==> src/skvt_pkg.sv <==
// ----------------------------------------------------------------------------
// skvt_pkg
// Shared types and constants for the sorted key/value table.
// ----------------------------------------------------------------------------
package skvt_pkg;

   localparam int DEPTH  = 16;
   localparam int ADDR_W = $clog2(DEPTH);
   localparam int CNT_W  = $clog2(DEPTH + 1);
   localparam int OP_W   = 3;
   localparam int KEY_W  = 8;
   localparam int VAL_W  = 32;
   localparam int STAT_W = 2;
   localparam int MEM_W  = KEY_W + VAL_W;

   localparam logic [OP_W-1:0] OP_INSERT = 3'd0;
   localparam logic [OP_W-1:0] OP_LOOKUP = 3'd1;
   localparam logic [OP_W-1:0] OP_ERASE  = 3'd2;
   localparam logic [OP_W-1:0] OP_LOWER  = 3'd3;
   localparam logic [OP_W-1:0] OP_UPPER  = 3'd4;
   localparam logic [OP_W-1:0] OP_CLEAR  = 3'd5;

   localparam logic [STAT_W-1:0] STAT_OK       = 2'd0;
   localparam logic [STAT_W-1:0] STAT_NOTFOUND = 2'd1;
   localparam logic [STAT_W-1:0] STAT_FULL     = 2'd2;

   localparam logic [CNT_W-1:0] POS_END = CNT_W'(DEPTH);

   typedef struct packed {
      logic [STAT_W-1:0]       status;
      logic                    changed;
      logic [CNT_W-1:0]        position;
      logic signed [KEY_W-1:0] key_out;
      logic [VAL_W-1:0]        value_out;
      logic [CNT_W-1:0]        entry_count;
   } res_type;

endpackage

==> src/sorted_key_value_table.sv <==
// ----------------------------------------------------------------------------
// sorted_key_value_table
// Sorted map of up to 16 signed 8-bit keys with 32-bit values in one RAM.
// ----------------------------------------------------------------------------
//   channel | direction | handshake            | payload
//   req     | in        | req_valid/req_stall  | operation, key_in, value_in
//   rsp     | out       | rsp_valid/rsp_stall  | status, changed, position,
//           |           |                      | key_out, value_out, entry_count
//
// one request at a time: a scan of the entries through the single RAM read
// port finds the slot, insert and erase then move the entries above the
// slot at one per cycle; worst case is an insert or erase at slot 0 of a
// (nearly) full table. clear and unused codes skip the scan. reset is
// synchronous and empties the table at once. the result register frees the
// sequencer while a beat waits on rsp_stall; a second result waits until
// that beat has gone.
// ----------------------------------------------------------------------------
module sorted_key_value_table
   import skvt_pkg::*;
(
   input  logic                     clock,
   input  logic                     reset,
   input  logic                     req_valid,
   output logic                     req_stall,
   input  logic [OP_W-1:0]          req_operation,
   input  logic signed [KEY_W-1:0]  req_key_in,
   input  logic signed [VAL_W-1:0]  req_value_in,
   output logic                     rsp_valid,
   input  logic                     rsp_stall,
   output logic [STAT_W-1:0]        rsp_status,
   output logic                     rsp_changed,
   output logic [CNT_W-1:0]         rsp_position,
   output logic signed [KEY_W-1:0]  rsp_key_out,
   output logic signed [VAL_W-1:0]  rsp_value_out,
   output logic [CNT_W-1:0]         rsp_entry_count
);

   logic              out_free;
   logic              res_valid;
   res_type           res;
   logic              wr_en;
   logic [ADDR_W-1:0] wr_addr;
   logic [MEM_W-1:0]  wr_data;
   logic [ADDR_W-1:0] rd_addr;
   logic [MEM_W-1:0]  rd_data;

   logic              rsp_valid_ff, rsp_valid_in;
   res_type           rsp_ff;

   skvt_ctrl u_ctrl (
      .clock         (clock),
      .reset         (reset),
      .req_valid     (req_valid),
      .req_stall     (req_stall),
      .req_operation (req_operation),
      .req_key_in    (req_key_in),
      .req_value_in  (req_value_in),
      .out_free      (out_free),
      .res_valid     (res_valid),
      .res           (res),
      .wr_en         (wr_en),
      .wr_addr       (wr_addr),
      .wr_data       (wr_data),
      .rd_addr       (rd_addr),
      .rd_data       (rd_data)
   );

   skvt_ram #(
      .WIDTH (MEM_W),
      .WORDS (DEPTH)
   ) u_ram (
      .clock   (clock),
      .wr_en   (wr_en),
      .wr_addr (wr_addr),
      .wr_data (wr_data),
      .rd_addr (rd_addr),
      .rd_data (rd_data)
   );

   // result register
   assign out_free = !rsp_valid_ff || !rsp_stall;

   always_comb begin
      rsp_valid_in = rsp_valid_ff;
      if (res_valid) begin
         rsp_valid_in = 1'b1;
      end else if (!rsp_stall) begin
         rsp_valid_in = 1'b0;
      end
   end

   always_ff @(posedge clock) begin
      if (reset) begin
         rsp_valid_ff <= 1'b0;
      end else begin
         rsp_valid_ff <= rsp_valid_in;
      end
   end

   always_ff @(posedge clock) begin
      if (res_valid) begin
         rsp_ff <= res;
      end
   end

   assign rsp_valid       = rsp_valid_ff;
   assign rsp_status      = rsp_ff.status;
   assign rsp_changed     = rsp_ff.changed;
   assign rsp_position    = rsp_ff.position;
   assign rsp_key_out     = rsp_ff.key_out;
   assign rsp_value_out   = $signed(rsp_ff.value_out);
   assign rsp_entry_count = rsp_ff.entry_count;

   a_count_bounded: assert property (@(posedge clock) disable iff (reset)
      rsp_valid |-> (rsp_entry_count <= POS_END))
      else $error("entry count beyond table depth");

   a_full_no_change: assert property (@(posedge clock) disable iff (reset)
      (rsp_valid && rsp_status == STAT_FULL) |-> (!rsp_changed && rsp_position == POS_END))
      else $error("full table result carries a change or a slot");

   a_changed_ok: assert property (@(posedge clock) disable iff (reset)
      (rsp_valid && rsp_changed) |-> (rsp_status == STAT_OK && rsp_position != POS_END))
      else $error("changed result without ok status and slot");

   a_one_at_a_time: assert property (@(posedge clock) disable iff (reset)
      (req_valid && !req_stall) |=> req_stall)
      else $error("request taken while sequencer busy");

endmodule

==> src/skvt_ram.sv <==
// ----------------------------------------------------------------------------
// skvt_ram
// Simple dual-port synchronous RAM, one write and one registered read port.
// ----------------------------------------------------------------------------
module skvt_ram #(
   parameter int WIDTH = 40,
   parameter int WORDS = 16
) (
   input  logic                     clock,
   input  logic                     wr_en,
   input  logic [$clog2(WORDS)-1:0] wr_addr,
   input  logic [WIDTH-1:0]         wr_data,
   input  logic [$clog2(WORDS)-1:0] rd_addr,
   output logic [WIDTH-1:0]         rd_data
);

   logic [WIDTH-1:0] mem [WORDS];
   logic [WIDTH-1:0] rd_data_ff;

   always_ff @(posedge clock) begin
      if (wr_en) begin
         mem[wr_addr] <= wr_data;
      end
      rd_data_ff <= mem[rd_addr];
   end

   assign rd_data = rd_data_ff;

endmodule

==> src/skvt_ctrl.sv <==
// ----------------------------------------------------------------------------
// skvt_ctrl
// Request sequencer: scans the table memory for the bound slot, then shifts
// entries up or down one slot at a time for insert and erase.
// ----------------------------------------------------------------------------
module skvt_ctrl
   import skvt_pkg::*;
(
   input  logic                    clock,
   input  logic                    reset,
   input  logic                    req_valid,
   output logic                    req_stall,
   input  logic [OP_W-1:0]         req_operation,
   input  logic signed [KEY_W-1:0] req_key_in,
   input  logic signed [VAL_W-1:0] req_value_in,
   input  logic                    out_free,
   output logic                    res_valid,
   output res_type                 res,
   output logic                    wr_en,
   output logic [ADDR_W-1:0]       wr_addr,
   output logic [MEM_W-1:0]        wr_data,
   output logic [ADDR_W-1:0]       rd_addr,
   input  logic [MEM_W-1:0]        rd_data
);

   localparam logic [2:0] ST_IDLE   = 3'd0;
   localparam logic [2:0] ST_SCAN   = 3'd1;
   localparam logic [2:0] ST_DECIDE = 3'd2;
   localparam logic [2:0] ST_SHIFT  = 3'd3;
   localparam logic [2:0] ST_DONE   = 3'd4;

   logic [2:0]              state_ff, state_in;
   logic [OP_W-1:0]         op_ff, op_in;
   logic signed [KEY_W-1:0] key_ff, key_in;
   logic [VAL_W-1:0]        val_ff, val_in;
   logic [CNT_W-1:0]        used_ff, used_in;
   logic [CNT_W-1:0]        cnt_ff, cnt_in;
   logic                    chk_ff, chk_in;
   logic [ADDR_W-1:0]       slot_ff, slot_in;
   logic [CNT_W-1:0]        pos_ff, pos_in;
   logic                    hit_ff, hit_in;
   logic signed [KEY_W-1:0] ekey_ff, ekey_in;
   logic [VAL_W-1:0]        eval_ff, eval_in;
   logic [ADDR_W-1:0]       src_ff, src_in;
   logic [ADDR_W-1:0]       wad_ff, wad_in;
   logic                    wpend_ff, wpend_in;
   logic [CNT_W-1:0]        mv_ff, mv_in;
   logic                    up_ff, up_in;
   res_type                 res_ff, res_in;

   logic signed [KEY_W-1:0] rd_key;
   logic [VAL_W-1:0]        rd_val;
   logic                    hit_now;
   logic                    key_eq;

   assign rd_key  = $signed(rd_data[MEM_W-1:VAL_W]);
   assign rd_val  = rd_data[VAL_W-1:0];
   assign hit_now = chk_ff && ((op_ff == OP_UPPER) ? (rd_key > key_ff) : (rd_key >= key_ff));
   assign key_eq  = hit_ff && (ekey_ff == key_ff);

   assign req_stall = (state_ff != ST_IDLE);
   assign res       = res_ff;

   always_comb begin
      state_in  = state_ff;
      op_in     = op_ff;
      key_in    = key_ff;
      val_in    = val_ff;
      used_in   = used_ff;
      cnt_in    = cnt_ff;
      chk_in    = chk_ff;
      slot_in   = slot_ff;
      pos_in    = pos_ff;
      hit_in    = hit_ff;
      ekey_in   = ekey_ff;
      eval_in   = eval_ff;
      src_in    = src_ff;
      wad_in    = wad_ff;
      wpend_in  = wpend_ff;
      mv_in     = mv_ff;
      up_in     = up_ff;
      res_in    = res_ff;
      res_valid = 1'b0;
      wr_en     = 1'b0;
      wr_addr   = wad_ff;
      wr_data   = rd_data;
      rd_addr   = (state_ff == ST_SHIFT) ? src_ff : cnt_ff[ADDR_W-1:0];

      unique case (state_ff)
         ST_IDLE: begin
            if (req_valid) begin
               op_in  = req_operation;
               key_in = req_key_in;
               val_in = req_value_in;
               cnt_in = '0;
               chk_in = 1'b0;
               res_in = '{status: STAT_OK, changed: 1'b0, position: POS_END,
                          key_out: '0, value_out: '0, entry_count: used_ff};
               case (req_operation) inside
                  OP_INSERT, OP_LOOKUP, OP_ERASE, OP_LOWER, OP_UPPER: begin
                     state_in = ST_SCAN;
                  end
                  OP_CLEAR: begin
                     used_in            = '0;
                     res_in.entry_count = '0;
                     state_in           = ST_DONE;
                  end
                  default: begin
                     state_in = ST_DONE;
                  end
               endcase
            end
         end

         ST_SCAN: begin
            if (hit_now) begin
               pos_in   = {1'b0, slot_ff};
               hit_in   = 1'b1;
               ekey_in  = rd_key;
               eval_in  = rd_val;
               state_in = ST_DECIDE;
            end else if (cnt_ff == used_ff) begin
               pos_in   = used_ff;
               hit_in   = 1'b0;
               state_in = ST_DECIDE;
            end else begin
               slot_in = cnt_ff[ADDR_W-1:0];
               chk_in  = 1'b1;
               cnt_in  = cnt_ff + CNT_W'(1);
            end
         end

         ST_DECIDE: begin
            state_in = ST_DONE;
            wpend_in = 1'b0;
            res_in   = '{status: STAT_NOTFOUND, changed: 1'b0, position: POS_END,
                        key_out: '0, value_out: '0, entry_count: used_ff};
            case (op_ff)
               OP_INSERT: begin
                  if (key_eq) begin
                     res_in = '{status: STAT_OK, changed: 1'b0, position: pos_ff,
                                key_out: ekey_ff, value_out: eval_ff,
                                entry_count: used_ff};
                  end else if (used_ff == POS_END) begin
                     res_in.status = STAT_FULL;
                  end else begin
                     res_in = '{status: STAT_OK, changed: 1'b1, position: pos_ff,
                                key_out: key_ff, value_out: val_ff,
                                entry_count: used_ff + CNT_W'(1)};
                     mv_in    = used_ff - pos_ff;
                     src_in   = ADDR_W'(used_ff - CNT_W'(1));
                     up_in    = 1'b1;
                     state_in = ST_SHIFT;
                  end
               end
               OP_LOOKUP: begin
                  if (key_eq) begin
                     res_in = '{status: STAT_OK, changed: 1'b0, position: pos_ff,
                                key_out: ekey_ff, value_out: eval_ff,
                                entry_count: used_ff};
                  end
               end
               OP_ERASE: begin
                  if (key_eq) begin
                     res_in = '{status: STAT_OK, changed: 1'b1, position: pos_ff,
                                key_out: ekey_ff, value_out: eval_ff,
                                entry_count: used_ff - CNT_W'(1)};
                     mv_in    = used_ff - pos_ff - CNT_W'(1);
                     src_in   = ADDR_W'(pos_ff + CNT_W'(1));
                     up_in    = 1'b0;
                     state_in = ST_SHIFT;
                  end
               end
               default: begin
                  // lower and upper bound
                  if (hit_ff) begin
                     res_in = '{status: STAT_OK, changed: 1'b0, position: pos_ff,
                                key_out: ekey_ff, value_out: eval_ff,
                                entry_count: used_ff};
                  end
               end
            endcase
         end

         ST_SHIFT: begin
            // each read lands one slot over on the following cycle
            wr_en = wpend_ff;
            if (mv_ff != '0) begin
               wpend_in = 1'b1;
               wad_in   = up_ff ? src_ff + ADDR_W'(1) : src_ff - ADDR_W'(1);
               src_in   = up_ff ? src_ff - ADDR_W'(1) : src_ff + ADDR_W'(1);
               mv_in    = mv_ff - CNT_W'(1);
            end else begin
               wpend_in = 1'b0;
               if (!wpend_ff) begin
                  if (op_ff == OP_INSERT) begin
                     wr_en   = 1'b1;
                     wr_addr = pos_ff[ADDR_W-1:0];
                     wr_data = {key_ff, val_ff};
                  end
                  used_in  = res_ff.entry_count;
                  state_in = ST_DONE;
               end
            end
         end

         ST_DONE: begin
            if (out_free) begin
               res_valid = 1'b1;
               state_in  = ST_IDLE;
            end
         end

         default: begin
            state_in = ST_IDLE;
         end
      endcase
   end

   always_ff @(posedge clock) begin
      if (reset) begin
         state_ff <= ST_IDLE;
         used_ff  <= '0;
         wpend_ff <= 1'b0;
         chk_ff   <= 1'b0;
      end else begin
         state_ff <= state_in;
         used_ff  <= used_in;
         wpend_ff <= wpend_in;
         chk_ff   <= chk_in;
      end
   end

   always_ff @(posedge clock) begin
      op_ff   <= op_in;
      key_ff  <= key_in;
      val_ff  <= val_in;
      cnt_ff  <= cnt_in;
      slot_ff <= slot_in;
      pos_ff  <= pos_in;
      hit_ff  <= hit_in;
      ekey_ff <= ekey_in;
      eval_ff <= eval_in;
      src_ff  <= src_in;
      wad_ff  <= wad_in;
      mv_ff   <= mv_in;
      up_ff   <= up_in;
      res_ff  <= res_in;
   end

endmodule
==> config.mk <==
export PLATFORM = sky130hd
export DESIGN_NAME = sorted_key_value_table
export DESIGN_NICKNAME = d
export VERILOG_FILES = /design/src/skvt_pkg.sv /design/src/sorted_key_value_table.sv /design/src/skvt_ram.sv /design/src/skvt_ctrl.sv
export SDC_FILE = /design/constraint.sdc
export NUM_CORES = 1
export LEC_CHECK = 0
export BUFFER_PORTS_ARGS = -buffer_cell sky130_fd_sc_hd__buf_2
export CAP_MARGIN = 10
export CORE_ASPECT_RATIO = 1.2
export CORE_MARGIN = 5
export CORE_UTILIZATION = 50
export DETAILED_ROUTE_END_ITERATION = 6
export GPL_TIMING_DRIVEN = 0
export PLACE_DENSITY = 0.68
export SLEW_MARGIN = 20
export SYNTH_ARGS = -nofsm -noshare
export SYNTH_HDL_FRONTEND = slang
export SYNTH_SLANG_ARGS = --single-unit
==> constraint.sdc <==
create_clock -name clock -period 12.6 [get_ports clock]
set_input_delay 2.52 -clock clock [delete_from_list [all_inputs] [get_ports clock]]
set_output_delay 2.52 -clock clock [all_outputs]
set_load 0.01 [all_outputs]
**Yosys cells after proc, flatten, opt, wreduce, memory -nomap -nowiden**

Memory sizes are Yosys's and may differ from the RTL's. A register that Yosys moved wholly into a read port is not among the register bits.
Index checks and enable logic that the tools add are counted.

- Bits in latches: 0
- Logic and storage cells: 182
- Flip-flop bits (word level): 229
- Memories kept: 1
- Bits in read-only memories: 0
- Memory bits (writable): 640
- Bits of input ports: 47

- Reductions and logical operators: 28
- Order comparisons: 2
- Add/sub/neg operators: 9
- Bitwise operators: 2
- Equality and inequality tests: 31
- Multipliers: 0
- Muxes and demuxes: 78
- Divide/modulo/power cells: 0
- Shift operators: 0

Memories:

| name | words | width | rd ports | clocked after memory_dff | wr ports | RTL line | RTL |
|---|---|---|---|---|---|---|---|
| u_ram.mem | 16 | 40 | 1 | 1 | 1 | skvt_ram.sv:17 | `logic [WIDTH-1:0] mem [WORDS];` |

Operator list:

| operator | number |
|---|---|
| 40-bit 2-to-1 mux | 4 |
| 53-bit one-hot mux with 3 select lines | 1 |
| 52-bit 2-to-1 mux | 3 |
| 53-bit 2-to-1 mux | 2 |
| 53-bit one-hot mux with 2 select lines | 1 |
| 5-bit 2-to-1 mux | 13 |
| 51-bit 2-to-1 mux | 1 |
| 4-bit 2-to-1 mux | 12 |
| 5-bit one-hot mux with 2 select lines | 4 |
| 3-bit 2-to-1 mux | 10 |
| 1-bit 2-to-1 mux | 19 |
| 2-bit != test, second input constant | 9 |
| 4-bit one-hot mux with 2 select lines | 2 |
| 3-bit by 2-bit == test with 1-bit output, second input constant | 5 |
| 3-bit one-hot mux with 5 select lines | 1 |
| 5-bit by 1-bit subtractor with 5-bit output, second input constant | 3 |
| 3-bit == test, second input constant | 4 |
| 2-bit nonzero test | 6 |
| 5-bit by 1-bit adder with 5-bit output, second input constant | 2 |
| 2-bit AND reduction | 5 |
| 5-bit AND reduction | 2 |
| 3-bit by 1-bit == test with 1-bit output, second input constant | 3 |
| 3-bit zero test | 3 |
| 4-bit by 1-bit adder with 4-bit output, second input constant | 2 |
| 24 further kinds | 33 |

**Logic depth before layout (Yosys ltp)**

- Depth after elaboration: 7
- Depth in mapped cells: 10
- Depth with buffers taken out: 10

**Modules after synthesis**

A second synthesis with hierarchy kept.

- Cells, all modules: 1694
- Area total of the unflattened synthesis: 34865.9 um^2

By module, submodules not included:

| module | cells each | seq. area each (um^2) | instances | area each (um^2) |
|---|---|---|---|---|
| skvt_ram | 1040 | 20019.2 | 1 | 25132.9 |
| skvt_ctrl | 597 | 5154.9 | 1 | 8109.0 |
| sorted_key_value_table | 57 | 1611.5 | 1 | 1624.1 |

**Worst setup path before layout**

OpenSTA, ideal clock, no wires.

- Path kind: input port to flip-flop
- From: in rsp_stall
- To: reg rsp_ff (netlist bit rsp_changed), enable pin
- Arrival: 5.126 ns
- Path buffers: 0
- Setup slack: 6.992 ns
- Required time: 12.119 ns
- Stages: 1
- Cells stage by stage: a21oi_1

- Longest elaborated chain between the ends: 4

RTL lines:

| item | RTL line | RTL |
|---|---|---|
| from (decl) | sorted_key_value_table.sv:29 | `input logic rsp_stall,` |
| 1-bit zero test | n/a |  |
| 1-bit logical OR | sorted_key_value_table.sv:81 | `assign out_free = !rsp_valid_ff \|\| !rsp_stall;` |
| 1-bit 2-to-1 mux | skvt_ctrl.sv:208 | `if (out_free) begin` |
| 1-bit 2-to-1 mux | skvt_ctrl.sv:89 | `unique case (state_ff)` |
| to (signal assigned) | sorted_key_value_table.sv:102 | `rsp_ff <= res;` |
| to (decl) | sorted_key_value_table.sv:48 | `res_type rsp_ff;` |

No other way between the ends.
A chain may end at the register's enable or synchronous reset.

**Final worst setup path**

- From: reg u_ctrl.op_ff[0]
- To: mem u_ram.mem[2][13], enable pin

- Longest elaborated chain between the ends: 7
- Elaborated cells between the ends (all ways): 11
- Classes of those cells: mux: 10; reduce/logical: 1

RTL lines:

| item | RTL line | RTL |
|---|---|---|
| from (decl) | skvt_ctrl.sv:33 | `logic [OP_W-1:0] op_ff, op_in;` |
| from (signal assigned) | skvt_ctrl.sv:235 | `op_ff <= op_in;` |
| 3-bit zero test (*) | skvt_ctrl.sv:196 | `if (op_ff == OP_INSERT) begin` |
| 1-bit 2-to-1 mux | skvt_ctrl.sv:196 |  |
| 1-bit 2-to-1 mux | skvt_ctrl.sv:195 | `if (!wpend_ff) begin` |
| 1-bit 2-to-1 mux | skvt_ctrl.sv:188 | `if (mv_ff != '0) begin` |
| 1-bit 2-to-1 mux | skvt_ctrl.sv:89 |  |
| 1-bit 2-to-1 mux | skvt_ram.sv:21 | `if (wr_en) begin` |
| 1-bit 2-to-1 mux (implied by the code) | skvt_ram.sv:22 | `mem[wr_addr] <= wr_data;` |
| to (decl) | skvt_ram.sv:17 |  |

Mark *: on every way between the ends. The rest lies on a longest branch, timed or not.

==> results.md <==
* Synth area leader: edfxtp_1
* Most frequent cells in the layout: 858 x edfxtp_1, 160 x mux4_2, 124 x a22oi_1
* Initial detailed-routing violation count at 1,825
* Post-Syn Area at 34,600 um2
* Drt wl/cell at 27.0 um
* Max Slew Vio Count at 0
* Initial core utilization at 0.506
* Worst-Margin Slew at 1.04 ns
* Final Setup Violations at 0
* Crit path launch: u_ctrl.op_ff[0]
* Setup bufs post-CTS at 0
* CTS tree: built
* Initial antenna violation count at 0
* Residual DRC at 1
* Routed wire length at 79,600 um
* Worst path buffer plus inverter count at 3
* Failing checks: design-rule violations
* Post-synth top area share at 0.745
* Overall Global Routing Usage at 0.213
* Crit path capture type: flop
* Remaining Overflow, GRT at 0
* Row Count at 105
* Crit share post-route at 0.332
* Clk Latency, worst-skew pair at 0.64 ns
* Vias in the first global route at 18.5k
* # hold bufs at CTS at 0
* Crit-path max FO at 15
* Hold Fails Final Rpt at 0
* Final ANT Viol Nets at 0
* R2r startpoint: u_ctrl.op_ff[0]
* Area Overhead vs Synth at 16.4%
* Post-layout nets at 2,038
* First-pass GRT wire length at 119,000 um
* Clock sink count at 909
* HPWL Detailed at 50,800 um
* Max H-tree Level at 3
* Post-synthesis register bit count at 909
* I/O pins at 102
* Worst Reg-to-Reg Cells at 9
* Pleak at 13.3 nW
* TritonCTS buffer count at 85
* Core footprint at 68,400 um2
* Top_reg_cell synth: edfxtp_1
* Unrepaired setup endpoints after global routing: no
* Critical path's top delay family: simple AND/OR/NAND/NOR gates
* Power Density at 222 nW/um2
* Clock slew at reported path FFs at 0.07 ns
* Final Wtd Congestion at 0.865
* CP peak stage delay at 0.82 ns
* Status: complete, but fails checks
* Final WS setup at 8.42 ns
* Commonest non-fill, non-tap cell in the layout: edfxtp_1
* Critical path, cell by cell: clkbuf_1 > nor3_1 > nand2_1 > or3_1 > buf_2 > mux2i_1 > nor3b_1 > nor2b_4 > buf_16
* Post-synth cell types at 56
* CP Class: reg2reg
* Clock Path Buffers at 3
* Slowest CP cell: nor2b_4
* Via Count at 17.7k
* Vias per cell at 5.99
* Async set-or-reset flop fraction in the synthesized netlist at 0
* Minimum clock period at 4.18 ns
* Worst Hold Class: reg2reg
* Root Driver: clkbuf_16
* Mapped Cells at 1,739
* RR Endpoint: u_ram.mem[2][13]
* Warnings, synthesis at 0
* Die X at 250 um
* Die H at 298 um
* Main area contributors after synthesis: edfxtp_1 74%, mux4_2 10%, dfxtp_1 3.0%
* Maximum VDD drop at 171 uV
* Max Clock Freq at 239 MHz
* R2r setup slk at 8.42 ns
* Dpl ws at 8.52 ns
* EDFF count, synth at 858
* Setup TNS at 0 ns
* # diodes at 0
* End of the critical path: u_ram.mem[2][13]
* Crit start category: flop
* Port Buf Inserts at 100
* Crit path required time at 12.94 ns
* Worst EP arrival at 4.52 ns
* Total Die Area at 74,600 um2
* Seq/Total Area, Yosys at 0.774
* Hold path depth at 0
* Post-CTS sizing at 0
* Synth Net Count at 1,807
* Max_slew headroom at 0.303
* MaxCap Viol Count at 0
* Clk_skew at 0.0294 ns
* Share of cells above drive strength 1 at 0.258
* Syn_area_per_cell at 19.9 um2
* TritonRoute pass-1 iters at 7
* Pin count of the biggest net entering global routing at 39
* WP depth at 9
==> worst reg2reg max path, delay by kind of cell, from the launching register on <==
| family | cells | cell delay (ns) |
|---|---|---|
| simple gates | 5 | 2.60 |
| mux | 1 | 0.21 |
| flops | 1 | 0.37 |
| buf+inv | 3 | 0.71 |
==> where the power goes <==
part	switching [W]	total, W	internal [W]
combinational	0.00139	0.00224	0.000848
clock	0.00108	0.00258	0.00149
sequential	0.000142	0.00414	0.00399
total	0.00262	0.00895	0.00634
==> metal layers <==
metal | up-vias | track usage | part of all wire
met1 | 9119 | 0.290 | 0.39
met2 | 844 | 0.356 | 0.50
met3 | 145 | 0.0363 | 0.082
met4 | 0 | 0.0658 | 0.028
met5 | - | 0 | 0
li1 | 7545 | - | -
==> area by class of cell <==
type                       count  area (um2)
sequential                   909       26800
clock buffer                 117        2390
buffer                        85         429
clock inverter                37         430
tap                          909        1140
multi-input combinational    710        7420
inverter                      35         134
fill                        4808       28200
timing repair buffer         144        1550
==> stage by stage <==
step           hold WS, ns   util  cells  cell area, um2  total power [W]
6_report             0.404  0.588   2946           40300          0.00895
5_1_grt              0.420  0.588   2946           40300          0.00934
4_1_cts              0.414  0.588   2946           40300          0.00902
3_5_place_dp         0.405  0.547   2792           37400          0.00645
3_3_place_gp         0.403  0.530   2748           36200          0.00634
2_1_floorplan        0.400      -   1739           34600          0.00564
==> how the worst min path moves through the flow <==
stage / slack, ns / end / start
2_1_floorplan: 0.40 / rsp_changed / u_ctrl.res[50]
5_1_grt: 0.42 / rsp_value_out[30] / u_ctrl.res[35]
3_3_place_gp: 0.40 / rsp_changed / u_ctrl.res[50]
3_5_place_dp: 0.40 / rsp_key_out[0] / u_ctrl.res[37]
6_report: 0.40 / rsp_value_out[30] / u_ctrl.res[35]
4_1_cts: 0.41 / rsp_value_out[11] / u_ctrl.res[16]
==> cells in the mapped netlist, types with 12 or more instances <==
cell type,number
a22oi_1,124
nor2_1,90
inv_1,34
nand3_1,12
xor2_1,18
nor3_1,16
dfxtp_1,51
mux4_2,160
buf_2,19
ha_1,20
xnor2_1,16
edfxtp_1,858
a21oi_1,20
o21ai_0,29
mux2_2,40
clkbuf_1,50
nand2_1,74
==> logic make-up after synthesis <==
logic type	count (synthesis)	synth area share
xor gates and xnor gates	34	0.00860
adders and majority gates	21	0.00781
AOI/OAI and AO/OA	208	0.0416
DFF	909	0.774
and+or+nand+nor	235	0.0307
buffers and inverters	120	0.0162
muxes	212	0.121
==> flip-flops by register name (all words and copies together), names as in the netlist, 2 cells and up <==
signal,count
u_ctrl.ekey_ff,8
rsp_value_out,32
rsp_status,2
u_ctrl.val_ff,32
rsp_entry_count,5
u_ctrl.wad_ff,4
u_ram.mem,640
u_ctrl.state_ff,3
u_ctrl.used_ff,5
u_ctrl.slot_ff,4
rsp_key_out,8
rsp_position,5
u_ctrl.res,53
u_ctrl.src_ff,4
u_ram.rd_data,40
u_ctrl.mv_ff,5
u_ctrl.key_ff,8
u_ctrl.cnt_ff,5
u_ctrl.op_ff,3
u_ctrl.eval_ff,32
u_ctrl.pos_ff,5
(Power assumes the default switching activity.)
